--- config.mk ---
export PLATFORM = sky130hd
export DESIGN_NAME = bb3_window
export DESIGN_NICKNAME = d
export VERILOG_FILES = /design/src/sv/assert_macros.svh /design/src/sv/bb3_pkg.sv /design/src/sv/bb3_window.sv
export SDC_FILE = /design/constraint.sdc
export NUM_CORES = 1
export LEC_CHECK = 0
export BUFFER_PORTS_ARGS = -buffer_cell sky130_fd_sc_hd__buf_2
export CAP_MARGIN = 20
export CORE_ASPECT_RATIO = 1.1
export CORE_MARGIN = 4
export CORE_UTILIZATION = 50
export CTS_CLUSTER_DIAMETER = 100
export DETAILED_ROUTE_END_ITERATION = 8
export GPL_ROUTABILITY_DRIVEN = 0
export GPL_TIMING_DRIVEN = 0
export PLACE_DENSITY_LB_ADDON = 0.2
export SLEW_MARGIN = 5
export SYNTH_ARGS = -nofsm -noshare
export SYNTH_HDL_FRONTEND = slang
export SYNTH_SLANG_ARGS = --single-unit
--- constraint.sdc ---
create_clock -name clk_i -period 11.31 [get_ports clk_i]
set_input_delay 2.262 -clock clk_i [delete_from_list [all_inputs] [get_ports clk_i]]
set_output_delay 2.262 -clock clk_i [all_outputs]
set_load 0.005 [all_outputs]
--- src/sv/assert_macros.svh ---
// assertion macros used by the rtl of the box blur block
`ifndef ASSERT_MACROS_SVH
`define ASSERT_MACROS_SVH

`ifndef SYNTHESIS

// property must hold at every clock edge outside reset
`define BB3_ASSERT(lbl, clk, rstn, prop) \
  lbl: assert property (@(posedge clk) disable iff (!rstn) (prop)) \
    else $error("bb3 assertion failed");

// condition must never be seen at a clock edge outside reset
`define BB3_NEVER(lbl, clk, rstn, cond) \
  lbl: assert property (@(posedge clk) disable iff (!rstn) !(cond)) \
    else $error("bb3 forbidden condition seen");

`else

`define BB3_ASSERT(lbl, clk, rstn, prop)
`define BB3_NEVER(lbl, clk, rstn, cond)

`endif

`endif

--- src/sv/bb3_pkg.sv ---
// types, constants and helper functions of the 3x3 box blur
`timescale 1ns / 1ps

package bb3_pkg;

  localparam int unsigned MAX_WIDTH_DEF = 1024;

  localparam int unsigned CH_W      = 8;
  localparam int unsigned ROW_W     = 12;
  localparam int unsigned COL_W     = 10;
  localparam int unsigned FRAME_W_W = 11;
  localparam int unsigned FRAME_H_W = 12;
  localparam int unsigned CFG_IDX_W = 2;
  localparam int unsigned CFG_DAT_W = 12;

  localparam logic [FRAME_W_W-1:0] WIDTH_RST  = FRAME_W_W'(640);
  localparam logic [FRAME_H_W-1:0] HEIGHT_RST = FRAME_H_W'(480);

  // floor(p / 9) for 8-bit p as (p * 57) >> 9, exact over 0..255
  localparam int unsigned RECIP9   = 57;
  localparam int unsigned RECIP_SH = 9;
  localparam int unsigned PROD_W   = 14;
  localparam int unsigned DIV_W    = PROD_W - RECIP_SH;
  localparam int unsigned COLSUM_W = 7;

  typedef enum logic [CFG_IDX_W-1:0] {
    REG_FRAME_WIDTH  = 2'd0,
    REG_FRAME_HEIGHT = 2'd1
  } cfg_reg_e;

  typedef struct packed {
    logic [CH_W-1:0] in_red;
    logic [CH_W-1:0] in_green;
    logic [CH_W-1:0] in_blue;
  } in_pixel_t;

  typedef struct packed {
    logic [ROW_W-1:0] out_row;
    logic [COL_W-1:0] out_col;
    logic [CH_W-1:0]  out_red;
    logic [CH_W-1:0]  out_green;
    logic [CH_W-1:0]  out_blue;
    logic             last_of_input;
    logic             frame_end;
  } result_t;

  typedef struct packed {
    logic [CH_W-1:0] red;
    logic [CH_W-1:0] green;
    logic [CH_W-1:0] blue;
  } rgb_t;

  // rows r-2 and r-1 of one column
  typedef struct packed {
    rgb_t upper;
    rgb_t lower;
  } line_pair_t;

  typedef struct packed {
    logic [COLSUM_W-1:0] red;
    logic [COLSUM_W-1:0] green;
    logic [COLSUM_W-1:0] blue;
  } colsum_t;

  // what one input leaves for the output queue
  typedef struct packed {
    logic    int_v;
    logic    brd_v;
    result_t int_res;
    result_t brd_res;
  } res_load_t;

  function automatic logic [DIV_W-1:0] div9(logic [CH_W-1:0] p);
    logic [PROD_W-1:0] prod;
    prod = PROD_W'(p) * PROD_W'(RECIP9);
    return prod[PROD_W-1:RECIP_SH];
  endfunction

  function automatic colsum_t col_sum(rgb_t a, rgb_t b, rgb_t c);
    colsum_t s;
    s.red   = COLSUM_W'(div9(a.red))   + COLSUM_W'(div9(b.red))   + COLSUM_W'(div9(c.red));
    s.green = COLSUM_W'(div9(a.green)) + COLSUM_W'(div9(b.green)) + COLSUM_W'(div9(c.green));
    s.blue  = COLSUM_W'(div9(a.blue))  + COLSUM_W'(div9(b.blue))  + COLSUM_W'(div9(c.blue));
    return s;
  endfunction

endpackage

--- src/sv/bb3_window.sv ---
// 3x3 window kept as per-column sums of floor(p / 9)
`timescale 1ns / 1ps

module bb3_window import bb3_pkg::*; (
  input  logic       clk_i,
  input  logic       rst_ni,
  input  logic       shift_i,
  input  line_pair_t lines_i,
  input  rgb_t       pix_i,
  output rgb_t       sum_o
);

  colsum_t col0_q, col1_q;
  colsum_t new_col;

  assign new_col = col_sum(lines_i.upper, lines_i.lower, pix_i);

  // sum of the window after the new column has shifted in
  assign sum_o.red   = CH_W'(col0_q.red)   + CH_W'(col1_q.red)   + CH_W'(new_col.red);
  assign sum_o.green = CH_W'(col0_q.green) + CH_W'(col1_q.green) + CH_W'(new_col.green);
  assign sum_o.blue  = CH_W'(col0_q.blue)  + CH_W'(col1_q.blue)  + CH_W'(new_col.blue);

  always_ff @(posedge clk_i or negedge rst_ni) begin
    if (!rst_ni) begin
      col0_q <= '0;
      col1_q <= '0;
    end else if (shift_i) begin
      col0_q <= col1_q;
      col1_q <= new_col;
    end
  end

endmodule

==> metrics.md <==
| Metric | Value |
|---|---|
| Layout Area Growth over Synthesis | 9.95% |
| Non-filler instance count after layout | 1,278 |
| Slew HR | 0.401 |
| Startpoint types | input port |
| Worst-margin pin slew | 0.898 ns |
| Most frequent cells in the layout | ha_1, inv_1, fa_1 |
| Rows | 53 |
| Period utilisation layout | 0.970 |
| Final Net Count | 1,474 |
| Clk sinks | 42 |
| CP Class | input port to output port |
| Largest net degree at the start of global routing | 43 |
| Postcts setup bufs | 0 |
| Hold crit path type | flip-flop to flip-flop |
| I/O Pins | 99 |
| Gate count of the mapped netlist | 926 |
| Initial antenna violation count | 0 |
| All-Layer GR Usage | 0.159 |
| Fin Clk Skew | 0.00590 ns |
| Crit path DAT | 8.70 ns |
| Syn_nets | 1,370 |
| Die Ht | 154 um |
| Htree depth | 2 |
| Number of antenna-violating nets in the routed design | 0 |
| Placed insts | 1,270 |
| Post-DP HPWL | 14.9 mm |
| Worst setup margin | 0.345 ns |
| Number of I/O port buffers | 97 |
| Critical path fanouts, max | 3 |
| Reg clk slew, reported paths | 0.06 ns |
| Post-route DRC | 0 |
| Fin Setup TNS | 0 ns |
| Crit path time final | 10.97 ns |
| Status | finished clean |
| Core ar. | 19,200 um2 |
| Post-Place Setup Slack | 0.351 ns |
| Initial Utilization | 0.509 |
| DRT iter0 DRCs | 165 |
| CTS tree | built |
| Max cap viols | 0 |
| Max Clk Rate | 0.0912 GHz |
| Most common cell after layout, fill and taps aside | ha_1 |
| Share of layout cells above drive strength 1 | 0.149 |
| Final Max Tran Viols | 0 |
| Critical path endpoint category | output port |
| Post-CTS resize count | 0 |
| Post-synth top flop | dfrtp_1 |
| Avg WL per Cell | 12.7 um |
| Cts bufs inserted | 5 |
| Die span in x | 141 um |
| Mapped Area | 9750 um2 |
| Endpoints failing hold | 0 |
| First-pass GRT wire length | 29.6 mm |
| Grt ovf | 0 |
| Clock root cell | clkbuf_16 |
| Design area | 10,700 um2 |
| Maximum clock path buffer count | 2 |
| Post-Route WL | 16.3 mm |
| Distinct cells, synth | 39 |
| Hold_buf cts | 0 |
| Vias per cell | 5.21 |
| Final setup fails | 0 |
| Critical Path RT | 9.05 ns |
| Register area share after synthesis | 0.108 |
| Number of synthesized flops with an enable pin | 0 |
| Unrepaired setup endpoints after global routing | no |
| Vias in the first global route | 6,768 |
| Die area | 21,800 um2 |
| Clk_lat worst skew | 0.28 ns |
| Synth Area per Inst | 10.5 um2 |
| Flops & latches, synth | 42 |
| TritonRoute pass-1 iters | 4 |
| Total number of vias | 6,655 |
| DP Area | 10,500 um2 |
| Async SR Flop Fraction | 1.00 |
| Ant. Diodes | 0 |
| Synth warn | 0 |
==> Yosys cell counts (2+ instances only) <==
cell | count | area, um2
a2111oi_0 | 5 | 43.8
a211o_1 | 2 | 17.5
a21boi_0 | 5 | 37.5
a21o_1 | 26 | 195
a21oi_1 | 41 | 205
a41o_1 | 3 | 30.0
a41oi_1 | 2 | 17.5
and2_1 | 6 | 37.5
and3_1 | 6 | 37.5
and4_1 | 4 | 35.0
clkbuf_1 | 5 | 18.8
dfrtp_1 | 42 | 1050
fa_1 | 132 | 2640
ha_1 | 237 | 2970
inv_1 | 172 | 646
mux2_2 | 42 | 473
nand2_1 | 16 | 60.1
nand3_1 | 13 | 65.1
nand4_1 | 12 | 75.1
nor2_1 | 13 | 48.8
nor2b_1 | 5 | 31.3
nor3_1 | 14 | 70.1
nor4_1 | 7 | 43.8
o211a_1 | 2 | 20.0
o211ai_1 | 3 | 22.5
o21a_1 | 5 | 37.5
o21ai_0 | 15 | 75.1
o21ai_1 | 2 | 10.0
o21bai_1 | 3 | 22.5
o221a_2 | 2 | 22.5
o22ai_1 | 2 | 12.5
o311ai_0 | 2 | 17.5
o31ai_1 | 6 | 45.0
or2_2 | 4 | 25.0
or3_1 | 2 | 12.5
or4_1 | 10 | 75.1
xnor2_1 | 23 | 201
xor2_1 | 34 | 298
==> registers in the layout, summed over array words and instances (netlist names) <==
signal	flops
col0_q	21
col1_q	21
==> worst paths after layout <==
check | startpoint | to | slack, ns | depth (start not counted)
max | pix_i[2] | sum_o[7] | 0.34 | 25
min | col0_q[7]$_DFFE_PN0P_ | col0_q[7]$_DFFE_PN0P_ | 0.55 | 1
max reg2reg | col1_q[7]$_DFFE_PN0P_ | col1_q[7]$_DFFE_PN0P_ | 10.51 | 1
min reg2reg | col0_q[7]$_DFFE_PN0P_ | col0_q[7]$_DFFE_PN0P_ | 0.55 | 1
max in group asynchronous | rst_ni | col1_q[6]$_DFFE_PN0P_ | 8.64 | 1
min in group asynchronous | rst_ni | col0_q[12]$_DFFE_PN0P_ | 2.10 | 1
==> routing by layer <==
layer	track usage	part of all wire	routed length (um)
met1	0.220	0.47	7580
met2	0.276	0.49	7910
met3	0.0170	0.033	543
met4	0.0235	0.015	244
met5	0	0	0
==> through the flow <==
step / hold slack (ns) / util
floorplan: 0.523 / -
global placement: 0.533 / 0.550
detailed placement: 0.542 / 0.550
CTS: 0.555 / 0.559
global route: 0.573 / 0.560
finish: 0.548 / 0.560
==> critical path, stage by stage <==
cell,delay [ns]
buf_2,0.09
inv_1,0.07
fa_1,0.54
inv_1,0.05
fa_1,0.46
ha_1,0.31
ha_1,0.31
and4_1,0.17
a41oi_1,0.32
a21boi_0,0.18
o21a_1,0.21
or2_2,0.31
fa_1,0.53
inv_1,0.04
ha_1,0.22
fa_1,0.44
a21o_1,0.18
a21oi_1,0.17
xor2_1,0.24
fa_1,0.46
ha_1,0.33
a21boi_0,0.16
or4_1,0.42
nand3_1,0.09
buf_2,0.12
==> cells by family after synthesis <==
family          synth area share
mux                       0.0485
fa+ha+maj                  0.575
compound gates            0.0863
xor+xnor                  0.0512
buf+inv                   0.0681
simple gates              0.0632
flops                      0.108
==> final cells by class <==
cell class,instances,area (um2)
Timing Repair Buffer,97,485
Fill cell,1760,8440
Tap cell,247,309
Clock buffer,5,125
Inverter,172,646
Clock inverter,3,43.8
Multi-Input combinational cell,707,8050
Sequential cell,42,1050
Buffer,5,18.8
Power is not shown: default switching activity piles up to over one toggle a cycle in this logic, so the estimate is an artifact.
