## src/sv/assert_macros.svh

```systemverilog
// assertion macros used by the rtl of the box blur block
`ifndef ASSERT_MACROS_SVH
`define ASSERT_MACROS_SVH

`ifndef SYNTHESIS

// property must hold at every clock edge outside reset
`define BB3_ASSERT(lbl, clk, rstn, prop) \
  lbl: assert property (@(posedge clk) disable iff (!rstn) (prop)) \
    else $error("bb3 assertion failed");

// condition must never be seen at a clock edge outside reset
`define BB3_NEVER(lbl, clk, rstn, cond) \
  lbl: assert property (@(posedge clk) disable iff (!rstn) !(cond)) \
    else $error("bb3 forbidden condition seen");

`else

`define BB3_ASSERT(lbl, clk, rstn, prop)
`define BB3_NEVER(lbl, clk, rstn, cond)

`endif

`endif

```

## src/sv/bb3_pkg.sv

```systemverilog
// types, constants and helper functions of the 3x3 box blur
`timescale 1ns / 1ps

package bb3_pkg;

  localparam int unsigned MAX_WIDTH_DEF = 1024;

  localparam int unsigned CH_W      = 8;
  localparam int unsigned ROW_W     = 12;
  localparam int unsigned COL_W     = 10;
  localparam int unsigned FRAME_W_W = 11;
  localparam int unsigned FRAME_H_W = 12;
  localparam int unsigned CFG_IDX_W = 2;
  localparam int unsigned CFG_DAT_W = 12;

  localparam logic [FRAME_W_W-1:0] WIDTH_RST  = FRAME_W_W'(640);
  localparam logic [FRAME_H_W-1:0] HEIGHT_RST = FRAME_H_W'(480);

  // floor(p / 9) for 8-bit p as (p * 57) >> 9, exact over 0..255
  localparam int unsigned RECIP9   = 57;
  localparam int unsigned RECIP_SH = 9;
  localparam int unsigned PROD_W   = 14;
  localparam int unsigned DIV_W    = PROD_W - RECIP_SH;
  localparam int unsigned COLSUM_W = 7;

  typedef enum logic [CFG_IDX_W-1:0] {
    REG_FRAME_WIDTH  = 2'd0,
    REG_FRAME_HEIGHT = 2'd1
  } cfg_reg_e;

  typedef struct packed {
    logic [CH_W-1:0] in_red;
    logic [CH_W-1:0] in_green;
    logic [CH_W-1:0] in_blue;
  } in_pixel_t;

  typedef struct packed {
    logic [ROW_W-1:0] out_row;
    logic [COL_W-1:0] out_col;
    logic [CH_W-1:0]  out_red;
    logic [CH_W-1:0]  out_green;
    logic [CH_W-1:0]  out_blue;
    logic             last_of_input;
    logic             frame_end;
  } result_t;

  typedef struct packed {
    logic [CH_W-1:0] red;
    logic [CH_W-1:0] green;
    logic [CH_W-1:0] blue;
  } rgb_t;

  // rows r-2 and r-1 of one column
  typedef struct packed {
    rgb_t upper;
    rgb_t lower;
  } line_pair_t;

  typedef struct packed {
    logic [COLSUM_W-1:0] red;
    logic [COLSUM_W-1:0] green;
    logic [COLSUM_W-1:0] blue;
  } colsum_t;

  // what one input leaves for the output queue
  typedef struct packed {
    logic    int_v;
    logic    brd_v;
    result_t int_res;
    result_t brd_res;
  } res_load_t;

  function automatic logic [DIV_W-1:0] div9(logic [CH_W-1:0] p);
    logic [PROD_W-1:0] prod;
    prod = PROD_W'(p) * PROD_W'(RECIP9);
    return prod[PROD_W-1:RECIP_SH];
  endfunction

  function automatic colsum_t col_sum(rgb_t a, rgb_t b, rgb_t c);
    colsum_t s;
    s.red   = COLSUM_W'(div9(a.red))   + COLSUM_W'(div9(b.red))   + COLSUM_W'(div9(c.red));
    s.green = COLSUM_W'(div9(a.green)) + COLSUM_W'(div9(b.green)) + COLSUM_W'(div9(c.green));
    s.blue  = COLSUM_W'(div9(a.blue))  + COLSUM_W'(div9(b.blue))  + COLSUM_W'(div9(c.blue));
    return s;
  endfunction

endpackage

```

## src/sv/bb3_result_q.sv

```systemverilog
// two-slot result queue, head slot drives the output port
`timescale 1ns / 1ps

module bb3_result_q import bb3_pkg::*; (
  input  logic      clk_i,
  input  logic      rst_ni,
  input  logic      load_en_i,
  input  res_load_t load_i,
  output logic      load_ready_o,
  output logic      out_valid_o,
  input  logic      out_ready_i,
  output result_t   out_data_o
);

  logic    v0_q, v1_q;
  result_t s0_q, s1_q;
  logic    pop;

  assign pop          = v0_q && out_ready_i;
  // load only into a queue that is empty after this cycle's pop
  assign load_ready_o = !v0_q || (!v1_q && out_ready_i);
  assign out_valid_o  = v0_q;
  assign out_data_o   = s0_q;

  always_ff @(posedge clk_i or negedge rst_ni) begin
    if (!rst_ni) begin
      v0_q <= 1'b0;
      v1_q <= 1'b0;
    end else if (load_en_i) begin
      v0_q <= load_i.int_v || load_i.brd_v;
      v1_q <= load_i.int_v && load_i.brd_v;
    end else if (pop) begin
      v0_q <= v1_q;
      v1_q <= 1'b0;
    end
  end

  always_ff @(posedge clk_i) begin
    if (load_en_i) begin
      s0_q <= load_i.int_v ? load_i.int_res : load_i.brd_res;
      s1_q <= load_i.brd_res;
    end else if (pop) begin
      s0_q <= s1_q;
    end
  end

endmodule
```

## config.mk

```make
export PLATFORM = sky130hd
export DESIGN_NAME = bb3_result_q
export DESIGN_NICKNAME = d
export VERILOG_FILES = /design/src/sv/assert_macros.svh /design/src/sv/bb3_pkg.sv /design/src/sv/bb3_result_q.sv
export SDC_FILE = /design/constraint.sdc
export NUM_CORES = 1
export LEC_CHECK = 0
export BUFFER_PORTS_ARGS = -buffer_cell sky130_fd_sc_hd__buf_2
export CAP_MARGIN = 20
export CORE_ASPECT_RATIO = 0.6
export CORE_MARGIN = 2
export CORE_UTILIZATION = 50
export DETAILED_ROUTE_END_ITERATION = 10
export GPL_ROUTABILITY_DRIVEN = 0
export GPL_TIMING_DRIVEN = 0
export PLACE_DENSITY = 0.81
export SETUP_SLACK_MARGIN = 0.2
export SYNTH_ARGS = -nofsm -noshare
export SYNTH_HDL_FRONTEND = slang
export SYNTH_SLANG_ARGS = --single-unit
```

## constraint.sdc

```tcl
create_clock -name clk_i -period 4.1 [get_ports clk_i]
set_input_delay 0.82 -clock clk_i [delete_from_list [all_inputs] [get_ports clk_i]]
set_output_delay 0.82 -clock clk_i [all_outputs]
set_load 0.1 [all_outputs]
```

==> results of run 1 <==
-- layout make-up --
class,instances,area [um2]
Buffer,17,140
Clock buffer,9,225
Clock inverter,7,92.6
Fill cell,581,2570
Inverter,1,3.75
Multi-Input combinational cell,152,955
Sequential cell,98,2930
Tap cell,108,135
Timing Repair Buffer,152,798
-- report_power, final --
part	switching, W	internal (W)
combinational	0.000473	0.000124
clock	0.000349	0.000533
sequential	0.0000221	0.00120
total	0.000844	0.00186
-- metrics by stage --
| step | hold WS (ps) | utilization |
|---|---|---|
| global route | 243 | 0.673 |
| CTS | 244 | 0.669 |
| floorplan | 524 | - |
| finish | 257 | 0.673 |
| global placement | 540 | 0.626 |
| detailed placement | 548 | 0.629 |
-- logic make-up after synthesis --
logic type / synth area share
flip-flops: 0.728
AO/OA/AOI/OAI: 0.0683
AND/OR/NAND/NOR: 0.0491
multiplexers: 0.119
buffers and inverters: 0.0357
-- registers in the layout, indices dropped and copies added (netlist names) --
signal / flops
out_data_o: 48
out_valid_o: 1
s1_q: 48
v1_q: 1
-- worst reg2reg max path, stage by stage (launching register included) --
cell and delay [ps]:
dfrtp_1 400, a21o_2 530, buf_12 270
-- per-layer routing --
metal  vias up  share of wire
met3        11           0.10
met2       118           0.46
met4         0          0.010
met5         -              0
li1       1323              -
met1      1287           0.43
-- worst max-delay path by stage --
| stage | from | slack [ps] | end | cells after the start |
|---|---|---|---|---|
| final | load_en_i | 1370 | out_data_o[3]$_DFFE_PP_ | 5 |
| after global routing | load_en_i | 1200 | out_data_o[41]$_DFFE_PP_ | 5 |
| after CTS | load_en_i | 960 | out_data_o[2]$_DFFE_PP_ | 5 |
| after detailed placement | load_en_i | 590 | out_data_o[13]$_DFFE_PP_ | 5 |
| after global placement | load_en_i | -110 | out_data_o[13]$_DFFE_PP_ | 4 |
| after floorplan | out_valid_o$_DFFE_PN0P_ | 1520 | load_ready_o | 1 |
-- layout by cell type (no fill, tap or decap), drive strengths merged --
master / instances
nand2b: 1
o21ai: 2
clkbuf: 10
nor2: 48
clkinv: 3
bufinv: 2
nand3: 1
dfrtp: 2
buf: 168
o31ai: 1
mux2i: 48
a21o: 1
inv: 2
a21bo: 1
clkinvlp: 1
nor2b: 1
edfxtp: 96
a21oi: 48
==> qor.txt, run 1 <==
Status: complete, no violations
Diode count: 0
Sequence of cells on the critical path: buf_2 -> buf_2 -> buf_2 -> a21o_2 -> buf_12
Largest net degree at the start of global routing: 51
Die X: 120 um
DIE AREA: 8820 um2
Placed cell areas: 4940 um2
Number of flops mapped to enable cells by yosys: 96
Crit path max-delay family: buffers and inverters
Placed cells: 527
Endpoints failing hold: 0
First-pass GRT wire length: 13,100 um
Setup TNS: 0 ps
Post-DRT Antenna Nets: 0
Total CTS buffers: 9
Final min period: 2730 ps
Reg2reg path depth: 2
Hold Buf Count CTS: 0
Worst Max-Slew Pin Slew: 668 ps
Total Wirelength: 8470 um
Power, Total: 0.00271 W
Seq/Total Area, Yosys: 0.728
Synthesis Warnings: 0
M1 GR Usage: 0.248
Global-route layer with the greatest usage: met2
Max Freq: 0.367 GHz
Critical path's slowest cell: buf_2
Met2 global-route usage: 0.314
Design Area, Final: 5280 um2
Cell area after synthesis: 4030 um2
Data arrival, critical path: 2760 ps
Hpwl dp: 6050 um
Port bufs: 150
Wirelength per Cell: 15.6 um
Tcrit/Tclk final: 0.665
Synth cell types: 17
Post-synth ARST share: 0.0204
Most common cell in the netlist: edfxtp_1
Worst vdd ir: 0.257 mV
Final worst slack: 1370 ps
CP Capture Type: flip-flop
Synth Register Bits: 98
Initial Util: 0.513
Fin cells: 544
H-Tree Level Count: 3
Vias: 2,739
# nets final: 533
Critical path class: in -> reg
Max Slew Vio Count: 0
Vias per cell: 5.03
Worst path buffer plus inverter count: 4
CTS max path bufs: 2
Core Region: 7850 um2
Drt first pass iters: 4
Max cap viols: 0
CTS resizes: 0
CTS Root Cell: clkbuf_16
Most used cell, CP: buf_2
Post-route DRC: 0
Row count: 25
Sink Count: 98
# setup viols final: 0
Leak pwr: 2.27 nW
Pre-CTS setup slack: 592 ps
PwrDens: 512 nW/um2
Largest cells by area after synthesis: edfxtp_1 72%, mux2i_1 12%, a21oi_1 6.0%
Remaining global-route overflow: 0
Cells after synthesis: 268
Reg-to-reg startpoint: out_valid_o$_DFFE_PN0P_
Vias in the first global route: 2,748
Synthesized area per cell: 15.0 um2
Clock Pin Slew Worst Setup and Hold Paths: 60 ps
Yosys top cell by area: edfxtp_1
R2R setup slack: 2590 ps
Startpoint types: input port
Post-CTS setup buffers: 0
Die Y-Extent: 73.5 um
Worst-Skew Late Latency: 330 ps
RSZ-0062 raised after global routing: false
Gr usage total: 0.200
Main synth FF type: edfxtp_1
Slew margin rel.: 0.555
CTS tree: built
Drt first-iter violations: 101
GR Util met3: 0.0870
IO Count: 152
RR Endpoint: out_data_o[3]$_DFFE_PP_
CP max FO: 27
Max stage delay on crit path: 520 ps
Top post-synthesis cells by count: 96 x edfxtp_1, 48 x a21oi_1, 48 x mux2i_1, 48 x nor2_1, 10 x buf_2
Antenna violations before repair: 0
Syn-to-layout area delta: 31.1%
Share of the synthesized area in the top cell type: 0.715
CP required: 4130 ps
Syn nets: 370
HP Class: in -> async
Layout cells sized above 1: 0.422
Skew final: 4.46 ps
Note: power is estimated with default switching activity, not from simulation.
==> run 2: changes to the inputs <==
ABC_AREA = 1   (was default)
CORE_UTILIZATION = 49   (was 50)
PLACE_DENSITY = 0.8   (was 0.81)
clock period = 2.85 ns   (was 4.1 ns; I/O delays follow)
==> qor.txt, run 2 <==
Core Region: 7910 um2 (+0.80%)
CP required: 2890 ps (-1240 ps)
First-pass GRT wire length: 14,100 um (+7.4%)
CP max FO: 43 (+59%)
Synthesized area per cell: 12.3 um2 (-18%)
Setup TNS: 0 ps (unchanged)
Commonest cells after routing, fill and taps aside: 158 x buf_2, 96 x edfxtp_1, 67 x o21ai_0
Startpoint types: input port
CP Capture Type: flip-flop
Drt first-iter violations: 138 (+37%)
Worst vdd ir: 0.432 mV (+68%)
Vias: 3,005 (+9.7%)
Port bufs: 151 (+0.67%)
Placed cell areas: 4930 um2 (-0.23%)
Reg-to-reg startpoint: out_valid_o$_DFFE_PN0P_
Max stage delay on crit path: 460 ps (-60 ps)
Synth cell types: 15 (-2)
Row count: 25 (unchanged)
Data arrival, critical path: 2030 ps (-730 ps)
Top post-synthesis cells by count: 96 x edfxtp_1, 68 x o21ai_0, 53 x nand2_1
Number of flops mapped to enable cells by yosys: 96 (unchanged)
Remaining global-route overflow: 0 (unchanged)
Max Slew Vio Count: 0 (unchanged)
PwrDens: 768 nW/um2 (+50%)
Post-route DRC: 0 (unchanged)
Initial Util: 0.507 (-0.00627)
CTS Root Cell: clkbuf_16
Antenna violations before repair: 0 (unchanged)
Slew margin rel.: 0.607 (+0.0524)
H-Tree Level Count: 3 (unchanged)
Yosys top cell by area: edfxtp_1
Sequence of cells on the critical path: buf_2 -> buf_12 -> inv_2 -> nand2_2 -> buf_12
Seq/Total Area, Yosys: 0.731 (+0.00318)
HP Class: in -> reg
Most common cell after layout, fill and taps aside: buf_2
Post-DRT Antenna Nets: 0 (unchanged)
Max Freq: 0.502 GHz
Post-synth ARST share: 0.0204 (unchanged)
Wirelength per Cell: 15.4 um (-1.2%)
Worst-Skew Late Latency: 340 ps (about the same)
Critical path's slowest cell: nand2_2
Vias in the first global route: 2,875 (+4.6%)
Diode count: 0 (unchanged)
Tcrit/Tclk final: 0.700
Most common cell in the netlist: edfxtp_1
Status: complete, no violations
Synth Register Bits: 98 (unchanged)
Syn nets: 427 (+15%)
Worst Setup SP: load_en_i
Endpoints failing hold: 0 (unchanged)
Critical path class: in -> reg
Total Wirelength: 9260 um (+9.3%)
Syn-to-layout area delta: 31.8%
Gr usage total: 0.213 (+0.0129)
Post-CTS setup buffers: 0 (unchanged)
Largest cells by area after synthesis: edfxtp_1 72%, o21ai_0 8.5%, nand2_1 5.0%
# nets final: 592 (+11%)
Hold Buf Count CTS: 1 (+1)
DIE AREA: 8950 um2 (+1.5%)
Hpwl dp: 6490 um (+7.3%)
CTS tree: built
Clock Pin Slew Worst Setup and Hold Paths: 70 ps (about the same)
Share of the synthesized area in the top cell type: 0.718 (+0.00312)
Vias per cell: 4.99 (-0.86%)
Max cap viols: 0 (unchanged)
IO Count: 152 (unchanged)
Skew final: 4.15 ps (-0.317 ps)
Cells after synthesis: 325 (+21%)
Die Y-Extent: 74.1 um (+0.75%)
Largest net degree at the start of global routing: 55 (+7.8%)
Total CTS buffers: 9 (unchanged)
RSZ-0062 raised after global routing: false
Worst Max-Slew Pin Slew: 587 ps (-80.7 ps)
Hold Startpoint: load_i[2]
Most used cell, CP: buf_12
Sink Count: 98 (unchanged)
Die X: 121 um (+0.77%)
Final min period: 1990 ps
Fin cells: 602 (+11%)
CTS resizes: 0 (unchanged)
Placed cells: 585 (+11%)
Leak pwr: 2.20 nW (-3.3%)
Cell area after synthesis: 4010 um2 (-0.43%)
Layout cells sized above 1: 0.415 (-0.00704)
Synthesis Warnings: 0 (unchanged)
Main synth FF type: edfxtp_1
# setup viols final: 0 (unchanged)
CTS max path bufs: 2 (unchanged)
Drt first pass iters: 4 (unchanged)
Design Area, Final: 5290 um2 (+0.12%)
run 2: cell types whose count changed after synthesis, moves of 5 or more:
cell / delta
o21ai_0: +66
mux2i_1: -48
o21ai_1: +29
a21oi_1: -48
buf_8: -5
nor2_2: +20
nand2_1: +53
nor2_1: -20
run 2: cell type report:
type	count	area (um2)
sequential	98	2930
fill	647	2630
multi-input combinational	202	938
timing repair buffer	154	806
clock buffer	10	229
tap	108	135
buffer	20	125
clock inverter	5	104
inverter	5	18.8
run 2: worst paths after layout:
kind | endpoint | slack, ps | cells after the start
min | s1_q[2]$_DFFE_PP_ | 410 | 1
min reg2reg | out_data_o[13]$_DFFE_PP_ | 520 | 2
max in group asynchronous | out_valid_o$_DFFE_PN0P_ | 2170 | 2
max | out_data_o[24]$_DFFE_PP_ | 860 | 5
min in group asynchronous | v1_q$_DFFE_PN0P_ | 580 | 2
max reg2reg | out_data_o[24]$_DFFE_PP_ | 1360 | 3
run 2: kinds of logic (layout without fill, tap and decap cells):
group / count (synthesis) / count (layout) / share of synthesized area
buffers and inverters: 25 / 194 / 0.0359
flip-flops: 98 / 98 / 0.731
AO/OA/AOI/OAI: 98 / 98 / 0.123
AND/OR/NAND/NOR: 104 / 104 / 0.111
run 2: through the flow:
stage	worst slack, ps	utilization	total power, W	hold slack (ps)
3_5_place_dp	-52.7	0.622	0.00273	362
4_1_cts	315	0.666	0.00408	398
2_1_floorplan	312	-	0.00252	274
6_report	856	0.668	0.00406	413
3_3_place_gp	-931	0.620	0.00271	355
5_1_grt	752	0.668	0.00419	400
run 2: worst max-delay path: cells and delay by family:
kind / cells / cell delay, ps
buffers and inverters: 4 / 950
and+or+nand+nor: 1 / 460
run 2: metal layers:
layer  routed length, um  GRT usage  part of all wire  vias to the layer above
li1                    -          -                 -                     1494
met1                4160      0.275              0.45                     1394
met2                4270      0.340              0.46                      106
met3                 694     0.0744             0.075                       11
met4                 131     0.0775             0.014                        0
met5                   0          0                 0                        -
run 2: power breakdown:
group | internal, W | switching, W
Sequential | 0.00174 | 0.0000364
Combinational | 0.000166 | 0.000757
Clock | 0.000853 | 0.000505
==> run 3: changes to the inputs <==
CORE_UTILIZATION = 44   (was 49)
PLACE_DENSITY = 0.76   (was 0.8)
clock period = 1.8 ns   (was 2.85 ns; I/O delays follow)
==> qor.txt, run 3 (synthesis results as in run 2) <==
Sink Count: 98 (unchanged)
CTS Root Cell: clkbuf_16
RSZ-0062 raised after global routing: false
Max Slew Vio Count: 0 (unchanged)
DIE AREA: 9920 um2 (+11%)
Max cap viols: 0 (unchanged)
CP max FO: 2 (-95%)
Drt first-iter violations: 274 (+99%)
Wirelength per Cell: 16.2 um (+5.1%)
Die Y-Extent: 78.0 um (+5.2%)
Vias: 3,077 (+2.4%)
PwrDens: 1160 nW/um2 (+50%)
Syn-to-layout area delta: 30.5%
Leak pwr: 2.15 nW (-2.2%)
CTS max path bufs: 2 (unchanged)
H-Tree Level Count: 3 (unchanged)
CTS tree: built
First-pass GRT wire length: 15,400 um (+9.3%)
Post-CTS setup buffers: 0 (unchanged)
# nets final: 591 (-0.17%)
Total Wirelength: 9790 um (+5.8%)
Remaining global-route overflow: 0 (unchanged)
HP Class: in -> reg
# setup viols final: 0 (unchanged)
Final min period: 1530 ps
Skew final: 3.58 ps (-0.566 ps)
Hpwl dp: 6830 um (+5.2%)
Gr usage total: 0.204 (-0.00866)
Slew margin rel.: 0.664 (+0.0562)
Total CTS buffers: 9 (unchanged)
Vias in the first global route: 3,093 (+7.6%)
Max Freq: 0.656 GHz
Worst Setup SP: v1_q$_DFFE_PN0P_
Drt first pass iters: 4 (unchanged)
Largest net degree at the start of global routing: 51 (-7.3%)
Worst vdd ir: 0.849 mV (+97%)
Die X: 127 um (+5.3%)
Endpoints failing hold: 0 (unchanged)
Worst-Skew Late Latency: 340 ps (about the same)
IO Count: 152 (unchanged)
Startpoint types: flip-flop
Clock Pin Slew Worst Setup and Hold Paths: 70 ps (about the same)
Port bufs: 151 (unchanged)
Commonest cells after routing, fill and taps aside: 156 x buf_2, 96 x edfxtp_1, 67 x o21ai_0
Initial Util: 0.462 (-0.0451)
Critical path's slowest cell: dfrtp_1
Layout cells sized above 1: 0.417 (+0.00202)
Post-DRT Antenna Nets: 0 (unchanged)
WHS: 206 ps (-207 ps)
Most common cell after layout, fill and taps aside: buf_2
Hold Startpoint: load_i[19]
Data arrival, critical path: 1170 ps (-860 ps)
Row count: 26 (+4.0%)
CP required: 1440 ps (-1450 ps)
Antenna violations before repair: 0 (unchanged)
Power, Total: 0.00605 W (+49%)
Max stage delay on crit path: 400 ps (-60 ps)
Status: complete, no violations
Worst Max-Slew Pin Slew: 508 ps (-78.8 ps)
CP Capture Type: output port
Critical path class: reg -> out
Core Region: 8690 um2 (+9.8%)
Diode count: 0 (unchanged)
Tcrit/Tclk final: 0.847
Reg-to-reg startpoint: out_valid_o$_DFFE_PN0P_
Vias per cell: 5.08 (+1.7%)
Sequence of cells on the critical path: o21ai_2 -> buf_4
Post-route DRC: 0 (unchanged)
==> run 3: area by class of cell <==
| cell class | instances | area, um2 |
|---|---|---|
| multi-input cells | 202 | 956 |
| inverters | 5 | 18.8 |
| clock buffers | 9 | 225 |
| plain buffers | 20 | 125 |
| well taps | 112 | 140 |
| repair buffers | 153 | 791 |
| flip-flops and latches | 98 | 2930 |
| fillers | 732 | 3450 |
| clock inverters | 7 | 46.3 |
==> run 3: critical path, delay by kind of cell (launching register included) <==
family                 cells  cell delay [ps]
DFF                        1              400
AOI/OAI and AO/OA          1              130
buffers and inverters      1              290
==> run 3: path summary, 6_finish.rpt <==
path,to,slack [ps],cells past startpoint
min in group asynchronous,out_valid_o$_DFFE_PN0P_,370,2
max in group asynchronous,out_valid_o$_DFFE_PN0P_,1320,2
max,load_ready_o,270,2
min reg2reg,out_data_o[11]$_DFFE_PP_,530,2
min,s1_q[19]$_DFFE_PP_,210,1
max reg2reg,v1_q$_DFFE_PN0P_,540,3
==> run 3: what timing repair did <==
item	in CTS	in global routing
gates resized for setup	2	0
hold endpoints to repair	2	0
setup endpoints to repair	82	0
hold buffers	1	0
==> run 3: stage by stage <==
step                      instances  setup TNS, ps  cell area [um2]  worst slack, ps   util
after detailed placement        589         -17740             4950             -226  0.570
after CTS                       606              0             5240              255  0.603
after floorplan                 325              0             4030              233      -
final                           606              0             5240              275  0.603
after global routing            606              0             5240              215  0.603
after global placement          588         -51420             4930             -551  0.568
==> run 3: report_power, final <==
group          switching (W)  internal, W
logic                0.00121     0.000262
registers          0.0000572      0.00276
clock network       0.000833     0.000929
total                0.00210      0.00395
==> run 3: per-layer routing <==
layer / wire (um) / share of wire / track usage / vias up
met3: 916 / 0.094 / 0.0710 / 14
met5: 0 / 0 / 0 / -
met4: 144 / 0.015 / 0.0681 / 0
li1: - / - / - / 1492
met2: 4490 / 0.46 / 0.316 / 147
met1: 4240 / 0.43 / 0.271 / 1424
